File: config.mk
export PLATFORM = sky130hd
export DESIGN_NAME = echo_ranger_tone_zones
export DESIGN_NICKNAME = d
export VERILOG_FILES = /design/src/rtl/core/ertz_pkg.sv /design/src/rtl/core/ertz_regs.sv /design/src/rtl/core/ertz_front.sv /design/src/rtl/core/ertz_queue.sv /design/src/rtl/core/ertz_back.sv /design/src/rtl/core/echo_ranger_tone_zones.sv
export SDC_FILE = /design/constraint.sdc
export NUM_CORES = 1
export LEC_CHECK = 0
export ABC_AREA = 1
export BUFFER_PORTS_ARGS = -buffer_cell sky130_fd_sc_hd__buf_4
export CAP_MARGIN = 20
export CORE_MARGIN = 4
export CORE_UTILIZATION = 45
export DETAILED_ROUTE_END_ITERATION = 6
export SYNTH_ARGS = -nofsm -noshare
export SYNTH_HDL_FRONTEND = slang
export SYNTH_SLANG_ARGS = --single-unit
File: constraint.sdc
create_clock -name aclk -period 6.35 [get_ports aclk]
set_input_delay 1.27 -clock aclk [delete_from_list [all_inputs] [get_ports aclk]]
set_output_delay 1.27 -clock aclk [all_outputs]
set_load 0.005 [all_outputs]
File: src/rtl/core/ertz_pkg.sv
package ertz_pkg;

    localparam int WIDTH_W  = 16;
    localparam int DIST_W   = 12;
    localparam int PERIOD_W = 16;
    localparam int DUTY_W   = 15;
    localparam int DEN_W    = 15;
    localparam int QUO_W    = 21;
    localparam int ADDR_W   = 5;

    // register indexes (byte address = 4 * index)
    localparam logic [2:0] REG_DIST_SCALE   = 3'd0;
    localparam logic [2:0] REG_CNT_MODULUS  = 3'd1;
    localparam logic [2:0] REG_NEAR_LIMIT   = 3'd2;
    localparam logic [2:0] REG_MID_LIMIT    = 3'd3;
    localparam logic [2:0] REG_FAR_LIMIT    = 3'd4;
    localparam logic [2:0] REG_TONE_LIMIT   = 3'd5;
    localparam logic [2:0] REG_SILENT_PER   = 3'd6;

    localparam logic OP_RISE = 1'b0;
    localparam logic OP_FALL = 1'b1;

    typedef logic [WIDTH_W-1:0] width_t;

    typedef struct packed {
        logic [15:0] dist_scale;
        logic [16:0] counter_modulus;
        logic [11:0] near_limit;
        logic [11:0] mid_limit;
        logic [11:0] far_limit;
        logic [7:0]  tone_limit;
        logic [15:0] silent_period;
    } cfg_t;

    typedef struct packed {
        logic   valid;
        width_t width;
    } push_t;

    typedef struct packed {
        logic full;
        logic empty;
    } q_stat_t;

endpackage

File: src/rtl/core/ertz_regs.sv
module ertz_regs (
    input  logic                       aclk,
    input  logic                       aresetn,
    input  logic                       psel,
    input  logic                       penable,
    input  logic                       pwrite,
    input  logic [ertz_pkg::ADDR_W-1:0] paddr,
    input  logic [31:0]                pwdata,
    output logic [31:0]                prdata,
    output ertz_pkg::cfg_t             cfg
);

    ertz_pkg::cfg_t cfg_reg;
    logic [2:0]     idx;
    logic           wr_en;

    assign idx   = paddr[ertz_pkg::ADDR_W-1:2];
    assign wr_en = psel && penable && pwrite;
    assign cfg   = cfg_reg;

    always_ff @(posedge aclk) begin
        if (!aresetn) begin
            cfg_reg.dist_scale      <= 16'd17000;
            cfg_reg.counter_modulus <= 17'd26214;
            cfg_reg.near_limit      <= 12'd10;
            cfg_reg.mid_limit       <= 12'd30;
            cfg_reg.far_limit       <= 12'd51;
            cfg_reg.tone_limit      <= 8'd50;
            cfg_reg.silent_period   <= 16'd1048;
        end else if (wr_en) begin
            unique case (idx)
                ertz_pkg::REG_DIST_SCALE:  cfg_reg.dist_scale      <= pwdata[15:0];
                ertz_pkg::REG_CNT_MODULUS: cfg_reg.counter_modulus <= pwdata[16:0];
                ertz_pkg::REG_NEAR_LIMIT:  cfg_reg.near_limit      <= pwdata[11:0];
                ertz_pkg::REG_MID_LIMIT:   cfg_reg.mid_limit       <= pwdata[11:0];
                ertz_pkg::REG_FAR_LIMIT:   cfg_reg.far_limit       <= pwdata[11:0];
                ertz_pkg::REG_TONE_LIMIT:  cfg_reg.tone_limit      <= pwdata[7:0];
                ertz_pkg::REG_SILENT_PER:  cfg_reg.silent_period   <= pwdata[15:0];
                default: ;
            endcase
        end
    end

    always_comb begin
        unique case (idx)
            ertz_pkg::REG_DIST_SCALE:  prdata = {16'd0, cfg_reg.dist_scale};
            ertz_pkg::REG_CNT_MODULUS: prdata = {15'd0, cfg_reg.counter_modulus};
            ertz_pkg::REG_NEAR_LIMIT:  prdata = {20'd0, cfg_reg.near_limit};
            ertz_pkg::REG_MID_LIMIT:   prdata = {20'd0, cfg_reg.mid_limit};
            ertz_pkg::REG_FAR_LIMIT:   prdata = {20'd0, cfg_reg.far_limit};
            ertz_pkg::REG_TONE_LIMIT:  prdata = {24'd0, cfg_reg.tone_limit};
            ertz_pkg::REG_SILENT_PER:  prdata = {16'd0, cfg_reg.silent_period};
            default:                   prdata = 32'd0;
        endcase
    end

endmodule

File: src/rtl/core/ertz_front.sv
module ertz_front (
    input  logic                aclk,
    input  logic                aresetn,
    input  logic                s_tvalid,
    output logic                s_tready,
    input  logic [15:0]         s_tdata,
    input  logic [0:0]          s_tuser,
    input  logic [16:0]         counter_modulus,
    input  ertz_pkg::q_stat_t   q_stat,
    output ertz_pkg::push_t     push
);

    logic [15:0]        rise_stamp_reg;
    logic [15:0]        rise_stamp_next;
    logic               accept;
    logic               wrap;
    logic signed [18:0] diff;

    assign s_tready = !q_stat.full;
    assign accept   = s_tvalid && s_tready;
    assign wrap     = s_tdata < rise_stamp_reg;

    // fall - rise (+ modulus on wrap), clamped to 0..65535
    assign diff = $signed({3'd0, s_tdata})
                + $signed(wrap ? {2'd0, counter_modulus} : 19'd0)
                - $signed({3'd0, rise_stamp_reg});

    always_comb begin
        push.valid = accept && (s_tuser[0] == ertz_pkg::OP_FALL);
        if (diff[18]) begin
            push.width = '0;
        end else if (diff[17:16] != 2'd0) begin
            push.width = '1;
        end else begin
            push.width = diff[15:0];
        end
    end

    always_comb begin
        rise_stamp_next = rise_stamp_reg;
        if (accept && (s_tuser[0] == ertz_pkg::OP_RISE)) begin
            rise_stamp_next = s_tdata;
        end
    end

    always_ff @(posedge aclk) begin
        if (!aresetn) begin
            rise_stamp_reg <= '0;
        end else begin
            rise_stamp_reg <= rise_stamp_next;
        end
    end

endmodule

File: src/rtl/core/ertz_queue.sv
module ertz_queue (
    input  logic               aclk,
    input  logic               aresetn,
    input  ertz_pkg::push_t    push,
    input  logic               pop,
    output ertz_pkg::width_t   head,
    output ertz_pkg::q_stat_t  stat
);

    ertz_pkg::width_t mem_reg [2];
    logic             wr_ptr_reg, wr_ptr_next;
    logic             rd_ptr_reg, rd_ptr_next;
    logic [1:0]       count_reg, count_next;
    logic             do_pop;

    assign stat.full  = count_reg == 2'd2;
    assign stat.empty = count_reg == 2'd0;
    assign head       = mem_reg[rd_ptr_reg];
    assign do_pop     = pop && !stat.empty;

    always_comb begin
        wr_ptr_next = wr_ptr_reg;
        rd_ptr_next = rd_ptr_reg;
        count_next  = count_reg;
        if (push.valid) begin
            wr_ptr_next = !wr_ptr_reg;
        end
        if (do_pop) begin
            rd_ptr_next = !rd_ptr_reg;
        end
        if (push.valid && !do_pop) begin
            count_next = count_reg + 2'd1;
        end else if (do_pop && !push.valid) begin
            count_next = count_reg - 2'd1;
        end
    end

    always_ff @(posedge aclk) begin
        if (push.valid) begin
            mem_reg[wr_ptr_reg] <= push.width;
        end
    end

    always_ff @(posedge aclk) begin
        if (!aresetn) begin
            wr_ptr_reg <= 1'b0;
            rd_ptr_reg <= 1'b0;
            count_reg  <= 2'd0;
        end else begin
            wr_ptr_reg <= wr_ptr_next;
            rd_ptr_reg <= rd_ptr_next;
            count_reg  <= count_next;
        end
    end

endmodule

File: src/rtl/core/ertz_back.sv
module ertz_back (
    input  logic               aclk,
    input  logic               aresetn,
    input  ertz_pkg::cfg_t     cfg,
    input  ertz_pkg::width_t   head,
    input  ertz_pkg::q_stat_t  q_stat,
    output logic               pop,
    output logic               m_tvalid,
    input  logic               m_tready,
    output logic [63:0]        m_tdata
);

    typedef enum logic [4:0] {
        S_IDLE  = 5'b00001,
        S_MUL   = 5'b00010,
        S_CLASS = 5'b00100,
        S_DIV   = 5'b01000,
        S_OUT   = 5'b10000
    } state_t;

    state_t                         state_reg, state_next;
    ertz_pkg::width_t               width_reg;
    logic [31:0]                    prod_reg;
    logic [ertz_pkg::DIST_W-1:0]    dist_cm;
    logic [ertz_pkg::DIST_W-1:0]    dist_reg;
    logic                           red_reg, green_reg, tone_reg;
    logic [ertz_pkg::DEN_W-1:0]     den_reg;
    logic [15:0]                    rem_reg;
    logic [ertz_pkg::QUO_W-1:0]     quo_reg;
    logic [4:0]                     step_reg;
    logic [15:0]                    trial;
    logic                           fit;
    logic [ertz_pkg::PERIOD_W-1:0]  period_reg;
    logic [7:0]                     tone_gap;
    logic                           near_hit, mid_hit, far_hit, tone_hit;
    logic [63:0]                    out_reg;
    logic                           out_valid_reg;
    logic                           out_free;

    assign dist_cm  = prod_reg[31:20];
    assign near_hit = dist_cm < cfg.near_limit;
    assign mid_hit  = dist_cm < cfg.mid_limit;
    assign far_hit  = dist_cm < cfg.far_limit;
    assign tone_hit = dist_cm < {4'd0, cfg.tone_limit};
    assign tone_gap = cfg.tone_limit - dist_cm[7:0];

    // dividend is 2^20: only the first bit brought down is a one
    assign trial = {rem_reg[14:0], step_reg == 5'd20};
    assign fit   = trial >= {1'b0, den_reg};

    assign out_free = !out_valid_reg || m_tready;
    assign pop      = (state_reg == S_IDLE) && !q_stat.empty;
    assign m_tvalid = out_valid_reg;
    assign m_tdata  = out_reg;

    always_comb begin
        state_next = state_reg;
        unique case (state_reg)
            S_IDLE:  if (!q_stat.empty) state_next = S_MUL;
            S_MUL:   state_next = S_CLASS;
            S_CLASS: state_next = tone_hit ? S_DIV : S_OUT;
            S_DIV:   if (step_reg == 5'd0) state_next = S_OUT;
            S_OUT:   if (out_free) state_next = S_IDLE;
            default: state_next = S_IDLE;
        endcase
    end

    always_ff @(posedge aclk) begin
        if (!aresetn) begin
            state_reg     <= S_IDLE;
            out_valid_reg <= 1'b0;
        end else begin
            state_reg <= state_next;
            if (state_reg == S_OUT && out_free) begin
                out_valid_reg <= 1'b1;
            end else if (m_tready) begin
                out_valid_reg <= 1'b0;
            end
        end
    end

    always_ff @(posedge aclk) begin
        if (state_reg == S_IDLE && !q_stat.empty) begin
            width_reg <= head;
        end
        if (state_reg == S_MUL) begin
            prod_reg <= 32'(width_reg) * 32'(cfg.dist_scale);
        end
        if (state_reg == S_CLASS) begin
            dist_reg  <= dist_cm;
            red_reg   <= near_hit || mid_hit;
            green_reg <= near_hit || (!mid_hit && far_hit);
            tone_reg  <= tone_hit;
            den_reg   <= {7'd0, tone_gap} * 15'd100;
            rem_reg   <= '0;
            quo_reg   <= '0;
            step_reg  <= 5'd20;
            if (!tone_hit) begin
                period_reg <= cfg.silent_period;
            end
        end
        if (state_reg == S_DIV) begin
            rem_reg  <= fit ? trial - {1'b0, den_reg} : trial;
            quo_reg  <= {quo_reg[ertz_pkg::QUO_W-2:0], fit};
            step_reg <= step_reg - 5'd1;
            if (step_reg == 5'd0) begin
                period_reg <= 16'({quo_reg[ertz_pkg::QUO_W-2:0], fit}) - 16'd1;
            end
        end
        if (state_reg == S_OUT && out_free) begin
            out_reg <= {2'b00,
                        tone_reg ? period_reg[15:1] : {ertz_pkg::DUTY_W{1'b0}},
                        period_reg, tone_reg, green_reg, red_reg,
                        dist_reg, width_reg};
        end
    end

endmodule

File: src/rtl/core/echo_ranger_tone_zones.sv
// Echo ranger with proximity zones and buzzer tone.
// Input items (s_ channel): one timer capture per item. s_tuser[0] is the edge
// kind (0 rising, 1 falling), s_tdata the 16-bit counter value. A rising item
// stores its stamp and gives no result; a falling item gives one result.
// Result items (m_ channel): pulse width, distance in cm, LED flags and the
// PWM period/duty for the buzzer (tone period 2^20/((tone_limit-d)*100)-1).
// Registers sit on the APB port at byte address 4*index; pready is tied high.
// A falling item's width is computed on acceptance and queued (2 deep); the
// back end then steps through multiply, zone sort, the 21-step restoring
// divider when a tone is computed, and output. It takes the next width only
// once the output register has taken the last result.
// Reset (synchronous, aresetn low) loads register defaults, clears the stored
// rising stamp to zero and empties queue and output register.
// When the receiver stalls, the output register holds its item, the back end
// waits with the next result, the queue fills and then s_tready drops.
module echo_ranger_tone_zones (
    input  logic        aclk,
    input  logic        aresetn,
    // capture items
    input  logic        s_tvalid,
    output logic        s_tready,
    input  logic [15:0] s_tdata,   // [15:0] capture_value
    input  logic [0:0]  s_tuser,   // [0] op
    // results
    output logic        m_tvalid,
    input  logic        m_tready,
    output logic [63:0] m_tdata,   // [15:0] pulse_width, [27:16] distance,
                                   // [28] led_red, [29] led_green, [30] tone_on,
                                   // [46:31] tone_period, [61:47] tone_duty
    // configuration
    input  logic        psel,
    input  logic        penable,
    input  logic        pwrite,
    input  logic [4:0]  paddr,
    input  logic [31:0] pwdata,
    output logic [31:0] prdata,
    output logic        pready
);

    ertz_pkg::cfg_t    cfg;
    ertz_pkg::push_t   push;
    ertz_pkg::q_stat_t q_stat;
    ertz_pkg::width_t  head;
    logic              pop;

    assign pready = 1'b1;

    ertz_regs u_regs (
        .aclk    (aclk),
        .aresetn (aresetn),
        .psel    (psel),
        .penable (penable),
        .pwrite  (pwrite),
        .paddr   (paddr),
        .pwdata  (pwdata),
        .prdata  (prdata),
        .cfg     (cfg)
    );

    // front: stamp store and width calculation
    ertz_front u_front (
        .aclk            (aclk),
        .aresetn         (aresetn),
        .s_tvalid        (s_tvalid),
        .s_tready        (s_tready),
        .s_tdata         (s_tdata),
        .s_tuser         (s_tuser),
        .counter_modulus (cfg.counter_modulus),
        .q_stat          (q_stat),
        .push            (push)
    );

    // widths waiting for the back end
    ertz_queue u_queue (
        .aclk    (aclk),
        .aresetn (aresetn),
        .push    (push),
        .pop     (pop),
        .head    (head),
        .stat    (q_stat)
    );

    // back: scale, zone sort, tone divider, output register
    ertz_back u_back (
        .aclk     (aclk),
        .aresetn  (aresetn),
        .cfg      (cfg),
        .head     (head),
        .q_stat   (q_stat),
        .pop      (pop),
        .m_tvalid (m_tvalid),
        .m_tready (m_tready),
        .m_tdata  (m_tdata)
    );

endmodule

==> results by group <==
Floorplanning
  – Die Area: 60590 µm²
  – DIE HEIGHT: 246.2 µm
  – Row count: 87
  – Core Area: 56280 µm²
  – Initial Util: 45.35%
  – Die X: 246.2 µm
  – Total I/O pin count: 160

Clocking
  – CTS tree: built
  – Root Buffer: clkbuf_16
  – Clk_lat worst skew: 0.56 ns
  – H-tree levels: 2
  – Post-CTS Setup Inserts: 0
  – Hold Buf Count CTS: 0
  – CTS resizes: 0
  – Cts bufs inserted: 36
  – CTS clk-pin slew, worst paths: 0.06 ns
  – Clock sinks: 320
  – Clock Tree Buf Depth: 3

Finish
  – Nets@finish: 3666
  – Area Overhead vs Synth: 11.43%
  – Max FFs per register: 93
  – # diodes: 0
  – Fraction of layout cells with a size suffix above 1: 8.213%

Detailed routing
  – Final WL: 69190 µm
  – Detail Route Antenna Nets: 0
  – Drt initial violations: 1362
  – Drt drc: 0
  – Vias: 20256
  – First-pass iteration count of the detailed router: 6
  – Vias/cell: 5.133
  – Routed len/inst: 17.53 µm

Synthesis
  – Post-synth top flop: edfxtp_1
  – Synth Area in Simple Gates: 16.21%
  – Post-synthesis compound-gate area fraction: 9.820%
  – Largest family of logic cells by synthesized area: adder cells
  – Seq/Total Area, Yosys: 32.36%
  – Asr flop ratio synth: 0%
  – Xor/xnor share of the synthesized area: 1.544%
  – Post-Syn Instances: 3065
  – Yosys warning count: 0
  – Adder-cell share of the synthesized area: 27.96%
  – Post-synth EDFFs: 185
  – Cell variety after synth: 51
  – Yosys reg bits: 320
  – Mux cell area share after synthesis: 0%
  – Post-Syn Area: 25520 µm²
  – Mean Syn Cell Area: 8.327 µm²

Place
  – Routability congestion estimate: 0.9078
  – IO Port Bufs: 124
  – Setup WS pre-CTS: 0.4702 ns
  – HPWL after detailed placement: 54570 µm

Critical path
  – Flop2flop setup slack: 0.44 ns
  – Critical Path Stages: 18
  – CP cell instances: buf_4 > nand2_1 > fa_1 > inv_1 > fa_1 > fa_1 > fa_1 > fa_1 > inv_1 > fa_1 > inv_1 > ha_1 > a21oi_1 > o21ai_0 > a21oi_1 > o211a_1 > nand3b_1 > nand2_1
  – Crit-path max cell delay: 0.61 ns
  – Crit path buf inv count: 4
  – Critical path's top delay family: adder cells
  – WP data required: 6.66 ns
  – Crit. Startpoint: u_back.width_reg[6]$_DFFE_PP_
  – R2R Path Start: u_back.width_reg[6]$_DFFE_PP_
  – Nature of the critical path endpoint: flop
  – Arr. time, crit path: 6.21 ns
  – Startpoint types: flop
  – Worst R2R Path Depth: 18
  – Setup crit end: u_back.prod_reg[31]$_DFFE_PP_
  – Reg2reg end: u_back.prod_reg[31]$_DFFE_PP_
  – Kind of critical path: flop to flop
  – CP max-delay cell: edfxtp_1
  – CP max FO: 10
  – Most frequent CP cell: fa_1

STA
  – RSZ-0062 raised after global routing: no
  – WHS: 0.4191 ns
  – Final TNS setup: 0 ns
  – Worst-Margin Slew: 1.083 ns
  – Tmin final: 5.907 ns
  – Slew headroom: 27.82%
  – Skew final: 0.02670 ns
  – Final hold violations: 0
  – Crit path setup slack, layout: 0.4434 ns
  – Slew Limit Fails: 0
  – Endpoints failing setup: 0
  – Fmax: 169.3 MHz
  – Final period util: 93.02%

Global route
  – Largest net degree at the start of global routing: 109
  – Grt ovf: 0
  – First-pass GRT wire length: 109900 µm
  – Initial antenna violation count: 1
  – Total GRT Usage: 22.99%
  – Vias in the first global route: 20292

Run status
  – Status: finished, final reports clean

Job
  – Max_cap viols: 0

Min path
  – Worst min-delay path category: flop to flop
-- cell type report --
class	count	area, µm²
Clock inverter	21	172.7
Multi-Input combinational cell	1970	14250
Clock buffer	44	992.2
Timing Repair Buffer	175	1339
Tap cell	756	945.9
Sequential cell	320	8258
Inverter	660	2477
Fill cell	5369	27840
-- routing by layer --
layer	share of wire, %	track usage (%)	vias up
li1	-	-	9814
met1	44	31.20	9711
met2	45	37.44	619
met3	7.7	4.734	110
met4	2.9	6.624	2
met5	0.012	0	-
-- through the flow --
stage	instances	area (µm²)	utilization (%)
6_report	3946	28440	50.53
5_1_grt	3946	28440	50.53
4_1_cts	3943	28390	50.45
3_5_place_dp	3878	27230	48.38
3_3_place_gp	3878	27230	48.38
2_1_floorplan	3081	25580	-
-- worst reg2reg max path, delay by kind of cell, from the launching register on --
family                     cells  cell delay (ns)
and+or+nand+nor                3             0.25
AOI/OAI and AO/OA              4             0.94
buffers and inverters          4             0.44
adders and majority gates      7             3.41
DFF                            1             0.61
-- cell families (layout without fill, tap and decap cells) --
kind of cell / count (synthesis) / in the layout
adders and majority gates: 442 / 442
buffers and inverters: 791 / 900
AOI/OAI and AO/OA: 453 / 453
and+or+nand+nor: 1012 / 1012
other: 2 / 18
DFF: 320 / 320
xor gates and xnor gates: 45 / 45
-- layout by cell type (no fill, tap or decap), types with 7 or more instances in the layout --
cell,count
o2111ai_1,7
a31oi_1,7
nor2_1,187
nand3b_1,8
nor3_1,19
o21ai_1,9
dfxtp_1,135
inv_2,10
nand4_1,27
conb_1,18
xor2_1,28
fa_1,214
ha_1,228
buf_4,173
nand3_1,80
nand2_1,667
o21ai_0,157
edfxtp_1,185
o211ai_1,20
a21oi_1,194
clkbuf_16,38
o22ai_1,13
a221oi_1,11
inv_1,649
xnor2_1,17
-- cells in the mapped netlist, types with 3 or more instances --
| cell | instances | area share (%) |
|---|---|---|
| nand3_1 | 80 | 1.6 |
| o2111ai_1 | 7 | 0.24 |
| ha_1 | 228 | 11 |
| a31oi_1 | 7 | 0.17 |
| a21o_1 | 6 | 0.18 |
| a21oi_1 | 194 | 3.8 |
| nand2_1 | 667 | 9.8 |
| clkbuf_1 | 92 | 1.4 |
| fa_1 | 214 | 17 |
| xor2_1 | 28 | 0.96 |
| buf_2 | 12 | 0.24 |
| a221oi_1 | 11 | 0.38 |
| nor4_1 | 4 | 0.098 |
| edfxtp_1 | 185 | 22 |
| o31ai_1 | 3 | 0.088 |
| nor3_1 | 20 | 0.39 |
| o22ai_1 | 13 | 0.32 |
| or2_2 | 3 | 0.074 |
| nor2_1 | 188 | 2.8 |
| dfxtp_1 | 135 | 11 |
| xnor2_1 | 17 | 0.58 |
| inv_1 | 649 | 9.5 |
| o21ai_1 | 9 | 0.18 |
| a22oi_1 | 5 | 0.15 |
| nor2_2 | 4 | 0.098 |
| buf_4 | 24 | 0.71 |
| nand3b_1 | 8 | 0.24 |
| o21ai_0 | 157 | 3.1 |
| nand4_1 | 27 | 0.66 |
| o21a_1 | 6 | 0.18 |
| inv_2 | 10 | 0.15 |
| o211ai_1 | 20 | 0.59 |
| a21boi_0 | 5 | 0.15 |
-- worst min-delay path by stage --
| stage | start | end | slack [ns] | cells after the start |
|---|---|---|---|---|
| floorplan | u_back.dist_reg[0]$_DFFE_PN_ | u_back.m_tdata[16]$_DFFE_PP_ | 0.40 | 0 |
| global placement | u_back.dist_reg[2]$_DFFE_PN_ | u_back.m_tdata[18]$_DFFE_PP_ | 0.41 | 0 |
| detailed placement | u_back.green_reg$_DFFE_PN_ | u_back.m_tdata[29]$_DFFE_PP_ | 0.40 | 0 |
| CTS | u_back.green_reg$_DFFE_PN_ | u_back.m_tdata[29]$_DFFE_PP_ | 0.42 | 0 |
| global route | u_back.dist_reg[5]$_DFFE_PN_ | u_back.m_tdata[21]$_DFFE_PP_ | 0.43 | 0 |
| finish | u_back.green_reg$_DFFE_PN_ | u_back.m_tdata[29]$_DFFE_PP_ | 0.42 | 0 |
Power is left out: the tool's default activity adds up to more than one toggle a clock period on the data nets, which glitch-free logic cannot reach.
